===== config.mk =====
export PLATFORM = sky130hd
export DESIGN_NAME = gms_calc
export DESIGN_NICKNAME = d
export VERILOG_FILES = /design/src/gms_pkg.sv /design/src/gms_calc.sv
export SDC_FILE = /design/constraint.sdc
export NUM_CORES = 1
export LEC_CHECK = 0
export BUFFER_PORTS_ARGS = -buffer_cell sky130_fd_sc_hd__buf_2
export CORE_ASPECT_RATIO = 1.5
export CORE_UTILIZATION = 25
export DETAILED_ROUTE_END_ITERATION = 6
export GPL_TIMING_DRIVEN = 0
export MAX_ROUTING_LAYER = met4
export PLACE_DENSITY = 0.44
export SETUP_SLACK_MARGIN = 0.4
export SLEW_MARGIN = 5
export SYNTH_ARGS = -nofsm -noshare
export SYNTH_HDL_FRONTEND = slang
export SYNTH_SLANG_ARGS = --single-unit

===== constraint.sdc =====
create_clock -name vclk -period 4.4
set_clock_uncertainty 0.2 [all_clocks]
set_input_delay 0.22 -clock vclk [all_inputs]
set_output_delay 0.22 -clock vclk [all_outputs]
set_load 0.01 [all_outputs]

===== src/gms_pkg.sv =====
// ----------------------------------------------------------------------------
// gms_pkg
// Shared types, codes and constants of the grid metric stencil block.
// ----------------------------------------------------------------------------
package gms_pkg;

   // Default node capacity of the coordinate and metric memories.
   localparam int MAX_NODES_DEF = 4096;

   // Field widths.
   localparam int ACTION_W = 2;
   localparam int NODE_W   = 12;
   localparam int COORD_W  = 32;
   localparam int MET_W    = 40;
   localparam int STATUS_W = 2;
   localparam int DIM_W    = 11;
   localparam int CSR_IDX_W = 1;
   localparam int TOTAL_W  = 2 * DIM_W;

   // Command codes.
   localparam logic [ACTION_W-1:0] ACT_LOAD    = 2'd0;
   localparam logic [ACTION_W-1:0] ACT_COMPUTE = 2'd1;
   localparam logic [ACTION_W-1:0] ACT_READ    = 2'd2;

   // Status codes.
   localparam logic [STATUS_W-1:0] STATUS_OK    = 2'd0;
   localparam logic [STATUS_W-1:0] STATUS_GRID  = 2'd1;
   localparam logic [STATUS_W-1:0] STATUS_RANGE = 2'd2;

   // Register indexes.
   localparam logic [CSR_IDX_W-1:0] CSR_COLUMNS = 1'd0;
   localparam logic [CSR_IDX_W-1:0] CSR_ROWS    = 1'd1;

   // Reset value of both grid dimensions.
   localparam logic [DIM_W-1:0] DIM_RESET = 11'd4;
   localparam logic [DIM_W-1:0] DIM_MIN   = 11'd4;

   typedef struct packed {
      logic signed [COORD_W-1:0] x;
      logic signed [COORD_W-1:0] y;
   } coord_type;

   typedef struct packed {
      logic signed [MET_W-1:0] xd_xi;
      logic signed [MET_W-1:0] yd_xi;
      logic signed [MET_W-1:0] xd_eta;
      logic signed [MET_W-1:0] yd_eta;
      logic signed [MET_W-1:0] xdd_xi;
      logic signed [MET_W-1:0] ydd_xi;
      logic signed [MET_W-1:0] xdd_eta;
      logic signed [MET_W-1:0] ydd_eta;
   } metric_type;

   typedef struct packed {
      logic [ACTION_W-1:0]       action;
      logic [NODE_W-1:0]         node_index;
      logic signed [COORD_W-1:0] x_coord;
      logic signed [COORD_W-1:0] y_coord;
   } req_type;

   typedef struct packed {
      logic [STATUS_W-1:0]     status;
      logic                    is_done;
      logic signed [MET_W-1:0] xd_xi;
      logic signed [MET_W-1:0] yd_xi;
      logic signed [MET_W-1:0] xd_eta;
      logic signed [MET_W-1:0] yd_eta;
      logic signed [MET_W-1:0] xdd_xi;
      logic signed [MET_W-1:0] ydd_xi;
      logic signed [MET_W-1:0] xdd_eta;
      logic signed [MET_W-1:0] ydd_eta;
   } rsp_type;

   // Neighbourhood of one node as gathered from the coordinate memory.
   typedef struct packed {
      logic      corner;
      coord_type centre;
      coord_type xi_lo;
      coord_type xi_hi;
      coord_type eta_lo;
      coord_type eta_hi;
   } stencil_type;

endpackage


===== src/gms_calc.sv =====
// ----------------------------------------------------------------------------
// gms_calc
// Metric arithmetic for one node from its gathered neighbourhood.
// ----------------------------------------------------------------------------
module gms_calc (
   input  gms_pkg::stencil_type st,
   output gms_pkg::metric_type  met
);

   logic signed [gms_pkg::MET_W-1:0] dx_xi, dy_xi, dx_eta, dy_eta;
   logic signed [gms_pkg::MET_W-1:0] sx_xi, sy_xi, sx_eta, sy_eta;

   // Central differences and second-difference terms, all exact in 40 bits.
   always_comb begin
      dx_xi  = 40'(st.xi_hi.x) - 40'(st.xi_lo.x);
      dy_xi  = 40'(st.xi_hi.y) - 40'(st.xi_lo.y);
      dx_eta = 40'(st.eta_hi.x) - 40'(st.eta_lo.x);
      dy_eta = 40'(st.eta_hi.y) - 40'(st.eta_lo.y);
      sx_xi  = (40'(st.centre.x) <<< 1) - 40'(st.xi_lo.x) - 40'(st.xi_hi.x);
      sy_xi  = (40'(st.centre.y) <<< 1) - 40'(st.xi_lo.y) - 40'(st.xi_hi.y);
      sx_eta = (40'(st.centre.x) <<< 1) - 40'(st.eta_lo.x) - 40'(st.eta_hi.x);
      sy_eta = (40'(st.centre.y) <<< 1) - 40'(st.eta_lo.y) - 40'(st.eta_hi.y);
   end

   // A corner takes the one-sided difference scaled by four and no second
   // differences; others take doubled central and eightfold second differences.
   always_comb begin
      if (st.corner) begin
         met.xd_xi   = dx_xi <<< 2;
         met.yd_xi   = dy_xi <<< 2;
         met.xd_eta  = dx_eta <<< 2;
         met.yd_eta  = dy_eta <<< 2;
         met.xdd_xi  = '0;
         met.ydd_xi  = '0;
         met.xdd_eta = '0;
         met.ydd_eta = '0;
      end else begin
         met.xd_xi   = dx_xi <<< 1;
         met.yd_xi   = dy_xi <<< 1;
         met.xd_eta  = dx_eta <<< 1;
         met.yd_eta  = dy_eta <<< 1;
         met.xdd_xi  = sx_xi <<< 3;
         met.ydd_xi  = sy_xi <<< 3;
         met.xdd_eta = sx_eta <<< 3;
         met.ydd_eta = sy_eta <<< 3;
      end
   end

endmodule


After elaboration in Yosys (flattened, before gate mapping):

Index checks and enable logic that the tools add are counted.

* output and inout port bits: 320
* register bits: 0
* input port bits: 321
* logic and storage cells: 13

* add/subtract/negate cells: 12
* muxes and demuxes: 1

Operators with widths (number)
* 2-to-1 mux 314 bit: 1
* subtractor 34 x 32 -> 35 bit: 4
* subtractor 33 x 32 -> 34 bit: 4
* subtractor 32 x 32 -> 33 bit: 4

Logic depth before layout (Yosys ltp):

Gate-level depths: netlist (run 1).

* depth in word-level cells: 3
* mapped depth: 15
* gate-level depth less buffers: 14

Worst setup path after synthesis (run 1):

Ideal clock, no wire load.

* path type: input to output
* start: in st[2] (netlist bit)
* end: out met[38] (netlist bit)
* slack: 0.462 ns
* path buffers: 1
* stages: 13
* data arrival time: 3.518 ns
* cells stage by stage: inv_1 -> fa_1 -> ha_1 -> nor2b_1 -> o21a_1 -> o21a_1 -> o41a_1 -> o311ai_1 -> nand2_1 -> o31ai_1 -> o211ai_1 -> a221oi_1 -> buf_4

RTL lines
* from (decl): RTL line gms_calc.sv:6 `input gms_pkg::stencil_type st,`
* to (decl): RTL line gms_calc.sv:7 `output gms_pkg::metric_type met`

==> results.toml, run 1 <==
[synth]
synth_cells = 2826
synth.distinct_cells = 89
avgSynthCellArea_um2 = 7.38
yosysSeqAreaShare_pct = 0
synthTopCellsByArea = "ha_1, fa_1, inv_1, xnor2_1, a21oi_1"
netlist_area_um2 = 20900
yosysMostFrequentCell = "inv_1"
yosysWarningCount = 0
yosysTopAreaCell = "ha_1"
yosysTopAreaCellShare_pct = 23.8
synth_commonest_cells = "inv_1, ha_1, nor2_1, a21oi_1, xnor2_1"

[drt]
drc = 0
wl_mm = 99.5
num_vias = 22100
ant_nets = 0
drt_iter0_drc = 819
wl_per_cell_um = 21.3
vias_per_cell = 4.73
drt_pass1_iterations = 5

[status]
outcome = "complete, no violations"

[sta]
holdWs_ns = 0.693
slew_violations = 0
worstMarginPinSlew_ns = 1.32
setup_tns_ns = 0
layout_min_cycle_time_ns = 4.31
slew_headroom_pct = 12.0
fmax_ghz = 0.232
period_share_pct = 97.9
hold_violations = 0
rsz0062_at_grt = "true"
setup_violations = 0

[global_route]
grt_max_degree = 11
grt_use_total_pct = 23.1
grt_pass1_wl_mm = 142
grt_overflow = 0
grt_pass1_vias = 22900
antenna_found_initial = 26

[cells_and_area]
syn2layout_area_growth_pct = 30.4
nClkBuffers = 0
seq_area_um2 = 0
final_design_area_no_fill_um2 = 27200
final_nets = 4381
seq_cells = 0
final-instance-count-excl-fill = 4664
layout-drive-gt1-share_pct = 26.6
final_util_pct = 33.0

[floorplan]
initial_core_util_pct = 25.3
dieHeight_um = 356
die_x_um = 238
dieArea_um2 = 84600
fp.coreArea_um2 = 82500
placementRows = 129
ios = 641

[power]
ir_drop_mv = 0.100
p_leak_uw = 0.0140
powerDensity_nw_per_um2 = 244

[run]
maxCapViolCount = 0

[critical_path]
cp_cell_sequence = "buf_8 > fa_1 > ha_1 > buf_6 > and3_4 > a2111o_1 > o31ai_4 > nor3b_4 > o21bai_2 > a211o_1 > a311oi_2 > o21ai_1 > xnor2_1 > nor2_2 > buf_2"
cp-start-kind = "input port"
cp_max_fo = 6
slowest_delay_ns = 0.51
required_ns = 3.98
critical_path_class = "input port to output port"
cp-end-kind = "output port"
slowest_stage = "fa_1"
cp.arrival_ns = 3.89

[worst_hold_path]
min_path_type = "input port to output port"

[placement]
hpwl_mm = 88.8
portBuffers = 625
dp.cells = 4579
place_area_um2 = 25400
gp_congestion = 0.934

[clock_network]
cts-hold-fix-buffers = 0
## where the power goes
| part | switching (uW) | total [uW] | internal, uW | leakage [uW] |
|---|---|---|---|---|
| Sequential | 0 | 0 | 0 | 0 |
| Clock | 0 | 0.000641 | 0.000640 | 0.000000133 |
| Combinational | 3940 | 6640 | 2700 | 0.0140 |
| Total | 3940 | 6640 | 2700 | 0.0140 |
## cell families after synthesis
| kind of cell | count (synthesis) | synth area share (%) |
|---|---|---|
| xor+xnor | 238 | 10.0 |
| mux | 100 | 4.81 |
| compound gates | 739 | 22.9 |
| simple gates | 718 | 15.9 |
| buf+inv | 502 | 9.86 |
| fa+ha+maj | 528 | 36.4 |
| other cells | 1 | 0.0180 |
## routing by layer
metal	track usage [%]	vias up	routed length, um
met3	3.66	111	5550
met2	43.9	582	52200
met4	7.50	0	4010
met1	24.0	10400	37800
li1	-	10900	-
met5	-	-	0
## path summary, 6_finish.rpt
check / from / depth (start not counted) / endpoint / slack (ns)
setup / recovery: st[296] / 15 / met[150] / 0.09
hold / removal: st[256] / 4 / met[83] / 0.69
## metrics by stage
| stage | total power, uW | setup slack, ns |
|---|---|---|
| final | 6640 | 0.0910 |
| after global routing | 7270 | 0.0246 |
| after CTS | 6390 | 0.0502 |
| after detailed placement | 6080 | -0.908 |
| after global placement | 6100 | -1.28 |
| after floorplan | 3890 | 0.462 |
## layout make-up
type	count	area [um2]
well taps	1113	1390
repair buffers	689	3690
multi-input cells	2339	20000
diodes	21	52.6
fillers	9203	55300
inverters	403	1520
plain buffers	99	551
## worst max-delay path: cells and delay by family
kind,cells,cell delay [ns]
buf+inv,3,0.40
compound gates,6,1.59
fa+ha+maj,2,0.83
xor+xnor,1,0.15
simple gates,3,0.70
## cells in the final DEF (no fill, tap or decap), drive strengths merged, types with 45 or more instances in the layout
| cell type | synthesis | final |
|---|---|---|
| nor3 | 45 | 45 |
| ha | 396 | 396 |
| o21ai | 136 | 136 |
| nor2 | 318 | 318 |
| clkbuf | 46 | 47 |
| a21o | 83 | 83 |
| nand2 | 133 | 133 |
| xor2 | 78 | 78 |
| buf | 53 | 741 |
| fa | 132 | 132 |
| inv | 403 | 402 |
| nand2b | 46 | 46 |
| a21oi | 257 | 257 |
| mux2i | 99 | 99 |
| xnor2 | 160 | 160 |
## repair_timing
action | in CTS | in global routing
setup buffers | 29 | 35
hold endpoints to repair | 0 | 0
setup endpoints to repair | 136 | 97
pin swaps | 49 | 86
resized for setup | 135 | 129
Power figures use the tool's default switching activity.
==> run 2, diff against run 1 <==
ABC_AREA = 1   (was not set)
PLACE_DENSITY = 0.42   (was 0.44)
==> results.toml, run 2 <==
[placement]
dp.cells = 6923
gp_congestion = 0.995
hpwl_mm = 146
portBuffers = 624

[drt]
drt_pass1_iterations = 6
wl_per_cell_um = 22.9
drc = 0
drt_iter0_drc = 1559
wl_mm = 159
vias_per_cell = 4.60
ant_nets = 0
num_vias = 31900

[critical_path]
required_ns = 3.98
path_depth = 12
cp-end-kind = "output port"
cp_cell_sequence = "buf_2 > inv_1 > fa_1 > ha_1 > a21oi_1 > nand2_1 > o21ai_0 > nand3_1 > nand2_1 > nand2_1 > nor2_1 > buf_2"
slowest_stage = "o21ai_0"
cp-endpoint = "met[142]"
cp.buffers_inverters = 3
cp-startpoint = "st[170]"
critical_path_class = "input port to output port"
cp-start-kind = "input port"
crit_top_cell = "nand2_1"
slowest_delay_ns = 0.74
cp_top_family = "compound AO/OA/AOI/OAI gates"
cp_max_fo = 6
cp.arrival_ns = 3.35

[sta]
slew_headroom_pct = 11.3
slew_violations = 0
layout_min_cycle_time_ns = 3.77
setup_violations = 0
hold_violations = 0
fmax_ghz = 0.265
rsz0062_at_grt = "false"
period_share_pct = 85.7
setup_tns_ns = 0
worstMarginPinSlew_ns = 1.33

[status]
outcome = "complete, no violations"

[cells_and_area]
nClkBuffers = 0
syn2layout_area_growth_pct = 18.8
layout_commonest_cell = "nand2_1"
layout-drive-gt1-share_pct = 14.1
final_nets = 6378
seq_cells = 0
final-instance-count-excl-fill = 6934
layout_common_cells = "nand2_1, inv_1, buf_2"
seq_area_um2 = 0

[floorplan]
placementRows = 145
initial_core_util_pct = 25.3
fp.coreArea_um2 = 104000
ios = 641
die_x_um = 267
dieArea_um2 = 107000
dieHeight_um = 400

[synth]
yosysWarningCount = 0
yosysTopAreaCellShare_pct = 20.8
synthTopCellsByArea = "nand2_1, ha_1, inv_1, fa_1, nor2_1"
synth_xor_area_share_pct = 2.46
synth.distinct_cells = 32
synth_cells = 4888
yosysMostFrequentCell = "nand2_1"
synth-compound-area-share_pct = 11.0
netlist_area_um2 = 26400
synth-simple-area-share_pct = 39.6
yosysSeqAreaShare_pct = 0
yosysTopAreaCell = "nand2_1"
avgSynthCellArea_um2 = 5.40
muxShareOfSynthArea_pct = 0.910
synth_commonest_cells = "nand2_1, inv_1, nor2_1, ha_1, a21oi_1"
synth_top_family_by_area = "simple AND/OR/NAND/NOR gates"
synth_fa_ha_area_share_pct = 28.8

[clock_network]
ctsResizeCount = 0
cts-hold-fix-buffers = 0
cts_setup_buffers = 0

[power]
ir_drop_mv = 0.0937
p_leak_uw = 0.0190
powerDensity_nw_per_um2 = 226
power_uw = 7090

[global_route]
grt_pass1_vias = 33200
grt_pass1_wl_mm = 218
grt_overflow = 0
grt_max_degree = 11
antenna_found_initial = 15
grt_use_total_pct = 29.7

[run]
maxCapViolCount = 0

[worst_hold_path]
min_path_type = "input port to output port"
[run 2: changes by cell type after synthesis, sizes merged, moves of 46 or more]
| cell | change |
|---|---|
| a21o | -83 |
| a21oi | +60 |
| inv | +675 |
| mux2i | -75 |
| nand2 | +1379 |
| nand2b | -46 |
| nand3 | +273 |
| nor2 | +270 |
| o21ai | +82 |
| xnor2 | -138 |
[run 2: where the power goes]
part	total [uW]	internal, uW	switching (uW)
sequential	0	0	0
combinational	7090	2190	4900
clock	0.000340	0.000340	0
total	7090	2190	4900
[run 2: logic make-up after synthesis]
family	Yosys count
AND/OR/NAND/NOR	2539
other	1
XOR/XNOR	74
AO/OA/AOI/OAI	559
buffers and inverters	1163
multiplexers	24
adder cells (fa/ha/maj)	528
[run 2: metal layers]
metal  vias to the layer above  share of wire, %  wire length, um  track usage [%]
met5                         -                 0                0                -
met4                         0               5.3             8490             13.5
met1                     14700                36            57200             29.1
met2                       890                55            87200             58.7
met3                       222               3.8             6080             2.12
li1                      16100                 -                -                -
[run 2: worst min path at each step]
stage                 start  cells past startpoint  endpoint
finish              st[256]                      4   met[83]
global route        st[256]                      4   met[83]
CTS                 st[256]                      4    met[3]
floorplan           st[288]                      2  met[123]
global placement    st[256]                      4   met[83]
detailed placement  st[256]                      4    met[3]
[run 2: through the flow]
step | utilization [%] | cell area (um2) | worst slack, ns | hold slack (ns)
finish | 30.0 | 31300 | 0.631 | 0.688
global route | 30.0 | 31300 | 0.543 | 0.724
CTS | 30.0 | 31300 | 0.488 | 0.691
detailed placement | 30.0 | 31300 | 0.491 | 0.690
global placement | 30.0 | 31300 | 0.326 | 0.688
floorplan | - | 26400 | 1.76 | 0.389
[run 2: final cells by class]
type | count | area [um2]
Fill cell | 12500 | 73000
Multi-Input combinational cell | 3740 | 21900
Inverter | 1078 | 4050
Timing Repair Buffer | 624 | 3120
Tap cell | 1396 | 1750
Buffer | 85 | 518
Antenna cell | 11 | 27.5
[run 2: worst min-delay path: stages]
cell     delay [ns]
buf_2          0.15
xnor2_1        0.14
nor2_1         0.04
buf_2          0.12
