--- src/gms_ram.sv ---
// ----------------------------------------------------------------------------
// gms_ram
// Generic simple dual-port RAM: one write port, one registered read port.
// ----------------------------------------------------------------------------
module gms_ram #(
   parameter int WIDTH = 8,
   parameter int DEPTH = 16
) (
   input  logic                     clock,
   input  logic                     wr_en,
   input  logic [$clog2(DEPTH)-1:0] wr_addr,
   input  logic [WIDTH-1:0]         wr_data,
   input  logic [$clog2(DEPTH)-1:0] rd_addr,
   output logic [WIDTH-1:0]         rd_data
);

   logic [WIDTH-1:0] mem [DEPTH];
   logic [WIDTH-1:0] rd_data_ff;

   // Write and registered read.
   always_ff @(posedge clock) begin
      if (wr_en) begin
         mem[wr_addr] <= wr_data;
      end
      rd_data_ff <= mem[rd_addr];
   end

   assign rd_data = rd_data_ff;

endmodule

--- config.mk ---
export PLATFORM = sky130hd
export DESIGN_NAME = gms_ram
export DESIGN_NICKNAME = d
export VERILOG_FILES = /design/src/gms_ram.sv
export SDC_FILE = /design/constraint.sdc
export NUM_CORES = 1
export LEC_CHECK = 0
export BUFFER_PORTS_ARGS = -buffer_cell sky130_fd_sc_hd__buf_2
export CORE_MARGIN = 10
export CORE_UTILIZATION = 60
export CTS_CLUSTER_SIZE = 8
export DETAILED_ROUTE_END_ITERATION = 7
export PLACE_DENSITY = 0.79
export REMOVE_ABC_BUFFERS = 1
export SLEW_MARGIN = 10
export SYNTH_ARGS = -nofsm -noshare
export SYNTH_HDL_FRONTEND = slang
export SYNTH_SLANG_ARGS = --single-unit
export TNS_END_PERCENT = 1
--- constraint.sdc ---
create_clock -name clock -period 2.4 [get_ports clock]
set_input_delay 0.24 -clock clock [delete_from_list [all_inputs] [get_ports clock]]
set_output_delay 0.24 -clock clock [all_outputs]
set_load 0.02 [all_outputs]
Yosys cells after proc, flatten, opt, wreduce, memory -nomap -nowiden
Memories as Yosys holds them, arrays and structs flattened. A register that Yosys moved wholly into a read port is not among the register bits.
Index checks and enable logic that the tools add are counted.
{"block": "classes", "muxes": 2}
{"cell": "$mux W1", "count": 2}
{"block": "word_totals", "ff_bits": 0, "mem_bits_rw": 128, "input_bits": 18, "out_inout_bits": 8, "wordCells": 3, "memories": 1}
{"memory": "mem", "words": 16, "width": 8, "read_ports": 1, "rd_clocked_by_memory_dff": 1, "write_ports": 1, "line": "17", "text": "logic [WIDTH-1:0] mem [DEPTH];"}

Depth between registers and ports, before layout
Gate-level depths: netlist of run 1.
{"block": "logic_depth", "word_depth": 2, "depth_mapped": 5, "mapped_depth_nobuf": 3}

Worst setup path before layout of run 1
No wires, ideal clock.
{"block": "synth_timing", "path_kind": "input to register", "start": "in wr_addr[2]", "end": "mem mem[0][0] (enable)", "setup_ns": 0.383, "arrival_time_ns": 1.350, "required_ns": 2.017, "slack_ns": 0.667, "stages": 2, "n_path_buf": 0, "cell_sequence": "or3b_2 -> nor3_1"}
{"element": "start: declaration", "line": "11", "text": "input logic [$clog2(DEPTH)-1:0] wr_addr,"}
{"element": "end: declaration", "line": "17"}
Straight into the memory's write port.

Worst setup path after layout of run 1
{"block": "layout_timing", "start": "in wr_addr[2]", "end": "mem mem[1][6] (enable)"}
Straight into the memory's write port.

==> impl_metrics.csv, run 1 <==
group,metric,value,unit
timing,setup_slack,0.979,ns
timing,finClkSkew,0.0111,ns
finish,layout.nets,300,
timing,finalSetupViolCount,0,
min_path,min_path_cells,1,
routing,drt_iter0_drc,124,
finish,most-common-layout-cells,"edfxtp_1 (128), buf_2 (25), mux4_2 (18)",
routing,drc,0,
status,status,"completed",
cts,post_cts_buffers,0,
timing,maxSlewViolCount,0,
routing,ant_nets,0,
finish,multi_input_area,1060,um2
grt,grt_antenna_before_repair,0,
placed_design,place_ws,0.484,ns
timing,period_needed,1.42,ns
placed_design,placed_area,5490,um2
cts,post_cts_resized,0,
floorplanning,start_util,62.0,%
logic_synthesis,synth_cells,229,
grt,grt_pass1_wl,15400,um
logic_synthesis,synth_area_leaders,"edfxtp_1 (75%), mux4_2 (7.9%), mux4_1 (7.1%), dfxtp_1 (3.1%), a22oi_1 (2.3%)",
routing,vias_per_cell,6.14,
finish,seq_area,4000,um2
cts,clock_path_buffers,2,
logic_synthesis,synth_seq_cells,136,
logic_synthesis,synth_top_cell_area_share,74.7,%
floorplanning,core,8300,um2
cts,htree_levels,4,
timing,rsz0062_at_grt,"no",
finish,syn_to_final_growth,19.6,%
critical_path,startpoint_type,"primary input",
timing,slew_headroom,43.3,%
placed_design,portBuffers,25,
finish,final_common_cell,"edfxtp_1",
cts,cts_buffers,17,
cts,hold_buffers,0,
timing,finalCritPeriodShare,59.2,%
logic_synthesis,yosysWarnings,0,
cts,cts_tree,"done",
critical_path,crit_required,2.52,ns
cts,cts-root-buf,"clkbuf_8",
critical_path,critPathKind,"primary input to register",
finish,drive_gt1_share,31.2,%
cts,clock_sinks,136,
placed_design,dp_hpwl,6250,um
finish,n_antenna_cell,0,
routing,firstDrtPassIters,6,
grt,grt_pass1_vias,2552,
logic_synthesis,yosys.area.top_type,"edfxtp_1",
finish,final_cell_area,6160,um2
timing,worst_pin_slew,0.848,ns
run,max-cap-violations,0,
placed_design,gp_congestion,0.820,
critical_path,cp.arrival,1.55,ns
floorplanning,rows,33,
critical_path,worstRegToRegCells,3,
timing,tns,0,ns
routing,num_vias,2455,
critical_path,crit_path_end_kind,"register",
logic_synthesis,synthDistinctLibCells,19,
logic_synthesis,seq_area_frac_synth,77.8,%
floorplanning,io_pins,26,
grt,grt_overflow,0,
min_path,hold_class,"primary input to register",
power,p_leak,2.12,nW
grt,grt_start_max_net_pins,20,
routing,wl_per_cell,24.8,um
finish,num-fill-cells,441,
cts,clk_pin_slew,0.06,ns
floorplanning,die_w,113,um
cts,clk_latency,0.51,ns
timing,fmax,704,MHz
logic_synthesis,avgSynthCellArea,22.5,um2
power,p_total,5.84,mW
routing,routed_wl,9900,um
critical_path,cp_max_fo,8,
finish,instances_no_fill,400,
placed_design,dp_cells,368,
power,powerDensity,948,nW/um2
floorplanning,die-area,12700,um2
logic_synthesis,synth_area,5150,um2
floorplanning,fp.dieH,113,um
timing,hold_viol,0,
power,peakVddDrop,0.638,mV
grt,grt.total_usage,16.3,%
## layer usage
layer,vias up,track usage (%),share of wire [%]
li1,1085,-,-
met1,1263,21.3,41
met2,99,25.4,51
met3,8,4.47,6.7
met4,0,6.68,0.96
met5,-,0,0
## worst paths after layout
kind              slack, ns                   to            startpoint
setup / recovery       0.98  mem[1][6]$_DFFE_PP_            wr_addr[2]
hold / removal         0.12  mem[7][7]$_DFFE_PP_            wr_data[7]
setup reg to reg       1.02   rd_data[3]$_DFF_P_  mem[10][3]$_DFFE_PP_
hold reg to reg        0.68   rd_data[7]$_DFF_P_  mem[15][7]$_DFFE_PP_
## Yosys cell counts (all sizes together)
master and n:
mux4 32, and2 1, nand2b 2, nand3b 2, nand3 1, or3b 1
and2b 1, nand2 9, clkdlybuf4s25 3, buf 7, nor2b 1, nor3 4
nor2 13, edfxtp 128, a22oi 16, dfxtp 8
## sequential cells by signal (all words and copies together), names as in the netlist
register  flops
rd_data       8
mem         128
## layout make-up
class                           instances  area share [%]
Clock buffer                           20            6.91
Clock inverter                         12            4.02
Multi-Input combinational cell         83            17.2
Sequential cell                       136            65.0
Tap cell                              105            2.13
Timing Repair Buffer                   44            4.75
## stage by stage
step / util (%) / hold slack [ns]
global placement: 66.1 / 0.626
detailed placement: 66.1 / 0.641
CTS: 74.2 / 0.0916
floorplan: - / 0.339
finish: 74.2 / 0.118
global route: 74.2 / 0.109
## where the power goes
group / internal [mW] / total [mW] / switching [mW]
Combinational: 0.107 / 0.260 / 0.153
Clock: 2.00 / 2.91 / 0.904
Sequential: 2.66 / 2.67 / 0.0174
## logic make-up (layout without fill, tap and decap cells)
kind of cell,after synthesis,after routing,share of synthesized area (%)
and+or+nand+nor,35,35,3.18
muxes,32,32,15.0
DFF,136,136,77.8
AOI/OAI and AO/OA,16,16,2.33
buffers and inverters,10,76,1.68
## critical path: stages
cell and delay, ns:
buf_2 0.12, or3b_2 0.52, nor2_1 0.67
No activity file was read; power rests on OpenSTA's default activity.
==> run 2, diff against run 1 <==
--- a/config.mk
+++ b/config.mk
@@ -5,12 +5,13 @@
 export SDC_FILE = /design/constraint.sdc
 export NUM_CORES = 1
 export LEC_CHECK = 0
+export ABC_AREA = 1
 export BUFFER_PORTS_ARGS = -buffer_cell sky130_fd_sc_hd__buf_2
 export CORE_MARGIN = 10
-export CORE_UTILIZATION = 60
+export CORE_UTILIZATION = 55
 export CTS_CLUSTER_SIZE = 8
 export DETAILED_ROUTE_END_ITERATION = 7
-export PLACE_DENSITY = 0.79
+export PLACE_DENSITY = 0.76
 export REMOVE_ABC_BUFFERS = 1
 export SLEW_MARGIN = 10
 export SYNTH_ARGS = -nofsm -noshare
==> constraint.sdc (replaced) <==
create_clock -name clock -period 1.3 [get_ports clock]
set_input_delay 0.13 -clock clock [delete_from_list [all_inputs] [get_ports clock]]
set_output_delay 0.13 -clock clock [all_outputs]
set_load 0.02 [all_outputs]
==> impl_metrics.csv, run 2 <==
group,metric,value,unit
finish,syn_to_final_growth,16.3,%
min_path,hold_class,"primary input to register",
min_path,hold_start,"wr_data[1]",
timing,maxSlewViolCount,0,
critical_path,cp_slowest_cell,"dfxtp_1",
finish,largest_register_ffs,128,
routing,drc,0,
logic_synthesis,synth_edf_count,128,
power,p_total,9.93,mW
placed_design,portBuffers,25,
routing,drt_iter0_drc,376,
cts,clk_pin_slew,0.06,ns
logic_synthesis,synth.top_cells.by_count,"nand2_1 (173), edfxtp_1 (128), inv_1 (100)",
power,pwr-share-clk,43.9,%
finish,regMostFlops,"mem",
floorplanning,core,10300,um2
timing,slew_headroom,78.0,%
logic_synthesis,synth_top_cell_area_share,66.7,%
grt,grt_start_max_net_pins,62,
cts,clock_sinks,136,
grt,grt_pass1_vias,3976,
finish,layout.nets,618,
cts,cts_tree,"done",
finish,drive_gt1_share,13.2,%
placed_design,place_ws,0.141,ns
logic_synthesis,synth_area_leaders,"edfxtp_1 (67%), nand2_1 (11%), nand3_1 (8.4%), inv_1 (6.5%), dfxtp_1 (2.8%)",
timing,hold_viol,0,
floorplanning,rows,37,
critical_path,cp_cell_sequence,"buf_2",
routing,routed_wl,12400,um
critical_path,cp_max_fo,1,
critical_path,cp.arrival,1.03,ns
logic_synthesis,synthDistinctLibCells,12,
routing,num_vias,3949,
power,powerDensity,1480,nW/um2
routing,firstDrtPassIters,5,
critical_path,crit_required,1.17,ns
timing,rsz0062_at_grt,"no",
placed_design,dp_cells,715,
logic_synthesis,synth_area,5770,um2
placed_design,placed_area,6150,um2
grt,grt_antenna_before_repair,0,
logic_synthesis,async_flop_share,0,%
finish,most-common-layout-cells,"nand2_1 (173), edfxtp_1 (128), inv_1 (100)",
critical_path,max_stage_delay,0.34,ns
logic_synthesis,seq_area_frac_synth,69.4,%
finish,final_common_cell,"nand2_1",
cts,cts-root-buf,"clkbuf_8",
power,p_sw,2.13,mW
floorplanning,start_util,56.1,%
logic_synthesis,yosysWarnings,0,
grt,grt_overflow,0,
power,p_leak,2.95,nW
timing,tns,0,ns
finish,final_cell_area,6700,um2
logic_synthesis,synth_cells,551,
logic_synthesis,yosys_most_used_dff,"edfxtp_1",
routing,vias_per_cell,5.27,
routing,wl_per_cell,16.6,um
placed_design,dp_hpwl,7900,um
floorplanning,die_w,122,um
status,status,"completed",
cts,clock_path_buffers,2,
grt,grt_pass1_wl,19800,um
routing,ant_nets,0,
timing,worst_pin_slew,0.331,ns
critical_path,crit_start,"rd_data[4]$_DFF_P_",
cts,post_cts_buffers,0,
floorplanning,io_pins,26,
power,peakVddDrop,0.826,mV
power,internal-power,7.80,mW
critical_path,startpoint_type,"register",
finish,n_antenna_cell,0,
critical_path,critPathKind,"register to output pin",
power,seqPwrFrac,49.7,%
timing,holdWs,0.0244,ns
finish,final_core_util,65.2,%
logic_synthesis,avgSynthCellArea,10.5,um2
timing,period_needed,1.16,ns
cts,cts_buffers,17,
timing,finalCritPeriodShare,89.5,%
finish,num-fill-cells,793,
finish,instances_no_fill,749,
power,p_sw_share,21.5,%
critical_path,critPathBufInv,1,
cts,htree_levels,4,
logic_synthesis,synth_seq_cells,136,
placed_design,gp_congestion,0.876,
logic_synthesis,post-synth-top-count-cell,"nand2_1",
floorplanning,fp.dieH,122,um
timing,fmax,859,MHz
critical_path,crit_family,"flip-flops",
timing,setup_slack,0.136,ns
run,max-cap-violations,0,
critical_path,r2r_start,"mem[1][2]$_DFFE_PP_",
power,p_comb_share,6.5,%
critical_path,crit_path_end_kind,"output pin",
grt,grt.total_usage,17.3,%
logic_synthesis,yosys.area.top_type,"edfxtp_1",
timing,finalSetupViolCount,0,
floorplanning,die-area,15000,um2
cts,clk_latency,0.51,ns
timing,finClkSkew,0.00507,ns
[run 2: power by group through the flow]
stage / sequential (mW) / combinational, mW / clock, mW
3_3_place_gp: 5.02 / 0.613 / 0
4_1_cts: 4.93 / 0.641 / 4.40
5_1_grt: 4.94 / 0.706 / 4.61
2_1_floorplan: 5.05 / 0.265 / 0
6_report: 4.93 / 0.642 / 4.35
3_5_place_dp: 5.02 / 0.628 / 0
[run 2: area by class of cell]
| type | count | area (um2) | area share (%) |
|---|---|---|---|
| Sequential cell | 136 | 4000 | 59.7 |
| Multi-Input combinational cell | 289 | 1210 | 18.1 |
| Clock buffer | 21 | 429 | 6.40 |
| Timing Repair Buffer | 54 | 398 | 5.94 |
| Inverter | 102 | 383 | 5.71 |
| Tap cell | 136 | 170 | 2.54 |
| Clock inverter | 11 | 106 | 1.59 |
[run 2: metal layers]
metal,global-route usage [%],share of wire [%]
met5,0,0
met2,30.2,51
met4,8.47,2.3
met1,20.0,39
met3,3.54,7.2
[run 2: worst paths after layout]
kind                               to  slack [ns]  cells past startpoint
setup / recovery           rd_data[4]        0.14                      1
hold / removal    mem[4][1]$_DFFE_PP_        0.02                      1
setup reg to reg   rd_data[2]$_DFF_P_        0.32                      6
hold reg to reg    rd_data[5]$_DFF_P_        0.68                      6
[run 2: what timing repair did]
action | CTS | global route
gates resized for setup | 0 | 0
hold endpoints to repair | 20 | 0
hold buffers | 2 | 0
[run 2: cells by family after synthesis]
logic type             Yosys count  share of synthesized area [%]
DFF                            136                           69.4
buffers and inverters          126                           9.52
and+or+nand+nor                289                           21.0
==> run 3, diff against run 2 <==
--- a/config.mk
+++ b/config.mk
@@ -7,12 +7,12 @@
 export LEC_CHECK = 0
 export ABC_AREA = 1
 export BUFFER_PORTS_ARGS = -buffer_cell sky130_fd_sc_hd__buf_2
+export CORE_ASPECT_RATIO = 0.9
 export CORE_MARGIN = 10
 export CORE_UTILIZATION = 55
 export CTS_CLUSTER_SIZE = 8
 export DETAILED_ROUTE_END_ITERATION = 7
 export PLACE_DENSITY = 0.76
-export REMOVE_ABC_BUFFERS = 1
 export SLEW_MARGIN = 10
 export SYNTH_ARGS = -nofsm -noshare
 export SYNTH_HDL_FRONTEND = slang
==> impl_metrics.csv, run 3 (same netlist as run 2, synthesis figures left out) <==
group,metric,value,unit
status,status,"completed",
timing,holdWs,0.105,ns
cts,cts_buffers,17,
critical_path,startpoint_type,"register",
critical_path,cp_max_fo,1,
grt,grt_pass1_wl,20800,um
cts,clk_latency,0.42,ns
finish,num-fill-cells,754,
finish,most-common-layout-cells,"nand2_1 (173), edfxtp_1 (128), inv_1 (100)",
routing,firstDrtPassIters,7,
finish,largest_register_ffs,128,
finish,n_antenna_cell,0,
critical_path,cp.arrival,1.00,ns
run,max-cap-violations,0,
power,powerDensity,1550,nW/um2
timing,rsz0062_at_grt,"no",
routing,drt_iter0_drc,373,
cts,htree_levels,4,
floorplanning,start_util,56.3,%
critical_path,max_stage_delay,0.39,ns
critical_path,critPathBufInv,1,
timing,slew_headroom,76.1,%
timing,finClkSkew,0.00543,ns
cts,clock_sinks,136,
timing,hold_viol,0,
critical_path,cp_slowest_cell,"dfxtp_1",
finish,layout.nets,619,
routing,drc,0,
finish,regMostFlops,"mem",
placed_design,gp_congestion,0.816,
power,internal-power,8.27,mW
placed_design,dp_cells,711,
cts,hold_buffers,0,
finish,syn_to_final_growth,17.2,%
finish,drive_gt1_share,14.2,%
timing,setup_slack,0.170,ns
placed_design,dp_hpwl,8150,um
cts,clock_path_buffers,2,
critical_path,crit_required,1.17,ns
power,p_sw,2.23,mW
cts,clk_pin_slew,0.06,ns
power,p_comb_share,6.2,%
routing,routed_wl,13000,um
placed_design,portBuffers,25,
routing,num_vias,3951,
floorplanning,io_pins,26,
critical_path,crit_path_end_kind,"output pin",
power,seqPwrFrac,46.9,%
floorplanning,fp.dieH,117,um
floorplanning,die-area,15000,um2
critical_path,crit_family,"flip-flops",
grt,grt_pass1_vias,3937,
floorplanning,rows,35,
routing,vias_per_cell,5.32,
placed_design,place_ws,0.0685,ns
grt,grt_start_max_net_pins,36,
timing,tns,0,ns
finish,final_common_cell,"nand2_1",
cts,post_cts_buffers,0,
logic_synthesis,synth_nets,569,
floorplanning,die_w,128,um
timing,maxSlewViolCount,0,
power,p_total,10.5,mW
routing,wl_per_cell,17.5,um
critical_path,cp_cell_sequence,"buf_2",
timing,worst_pin_slew,0.359,ns
power,p_leak,2.98,nW
finish,instances_no_fill,743,
grt,grt_overflow,0,
cts,cts_tree,"done",
timing,fmax,885,MHz
timing,period_needed,1.13,ns
min_path,hold_class,"primary input to register",
grt,grt.total_usage,18.6,%
cts,post_cts_resized,0,
grt,grt_antenna_before_repair,1,
power,peakVddDrop,1.79,mV
floorplanning,core,10200,um2
power,p_sw_share,21.2,%
timing,finalCritPeriodShare,86.9,%
critical_path,critPathKind,"register to output pin",
power,pwr-share-clk,46.9,%
timing,finalSetupViolCount,0,
routing,ant_nets,0,
cts,cts-root-buf,"clkbuf_16",
==> run 3: changes by cell type in the layout (fill, tap and decap cells not counted), sizes merged <==
| cell | before | now |
|---|---|---|
| buf | 52 | 55 |
| bufinv | 2 | 4 |
| clkinvlp | 1 | 3 |
| clkbuf | 21 | 17 |
| dlygate4sd3 | 2 | 0 |
==> run 3: final cells by class <==
type / instances / area, um2 / area share [%]
inverters: 102 / 383 / 5.66
clock buffers: 17 / 425 / 6.29
clock inverters: 15 / 184 / 2.72
flip-flops and latches: 136 / 4000 / 59.2
multi-input cells: 289 / 1210 / 18.0
repair buffers: 55 / 388 / 5.74
well taps: 129 / 161 / 2.39
==> run 3: stage by stage <==
step	util, %	instance area, um2
floorplan	-	5770
global placement	60.0	6150
detailed placement	60.0	6150
CTS	66.0	6760
global route	66.0	6760
finish	66.0	6760
==> run 3: per-layer routing <==
metal,GRT usage (%),vias up,routed length (um)
met4,8.70,2,341
li1,-,1876,-
met5,0,-,11
met1,23.9,1875,5200
met2,28.4,171,6210
met3,5.76,27,1220
==> run 3: path summary, 6_finish.rpt <==
check	slack, ns	startpoint	end	cells after the start
setup / recovery	0.17	rd_data[1]$_DFF_P_	rd_data[1]	1
hold / removal	0.11	wr_data[1]	mem[7][1]$_DFFE_PP_	1
setup reg to reg	0.25	mem[11][6]$_DFFE_PP_	rd_data[6]$_DFF_P_	6
hold reg to reg	0.66	mem[6][7]$_DFFE_PP_	rd_data[7]$_DFF_P_	6
==> run 3: power groups by stage <==
stage	sequential, mW	combinational, mW	clock [mW]
after detailed placement	5.02	0.644	0
final	4.93	0.650	4.92
after floorplan	5.05	0.346	0
after global placement	5.02	0.625	0
after global routing	4.94	0.723	5.14
after CTS	4.93	0.651	4.95
==> run 3: worst register-to-register path, cell delays in order (launching register included) <==
cell and delay, ns:
edfxtp_1 0.37, nand2_1 0.09, nand2_1 0.06, nand2_1 0.06
nand3_1 0.17, nand3_1 0.14, nand2_1 0.06
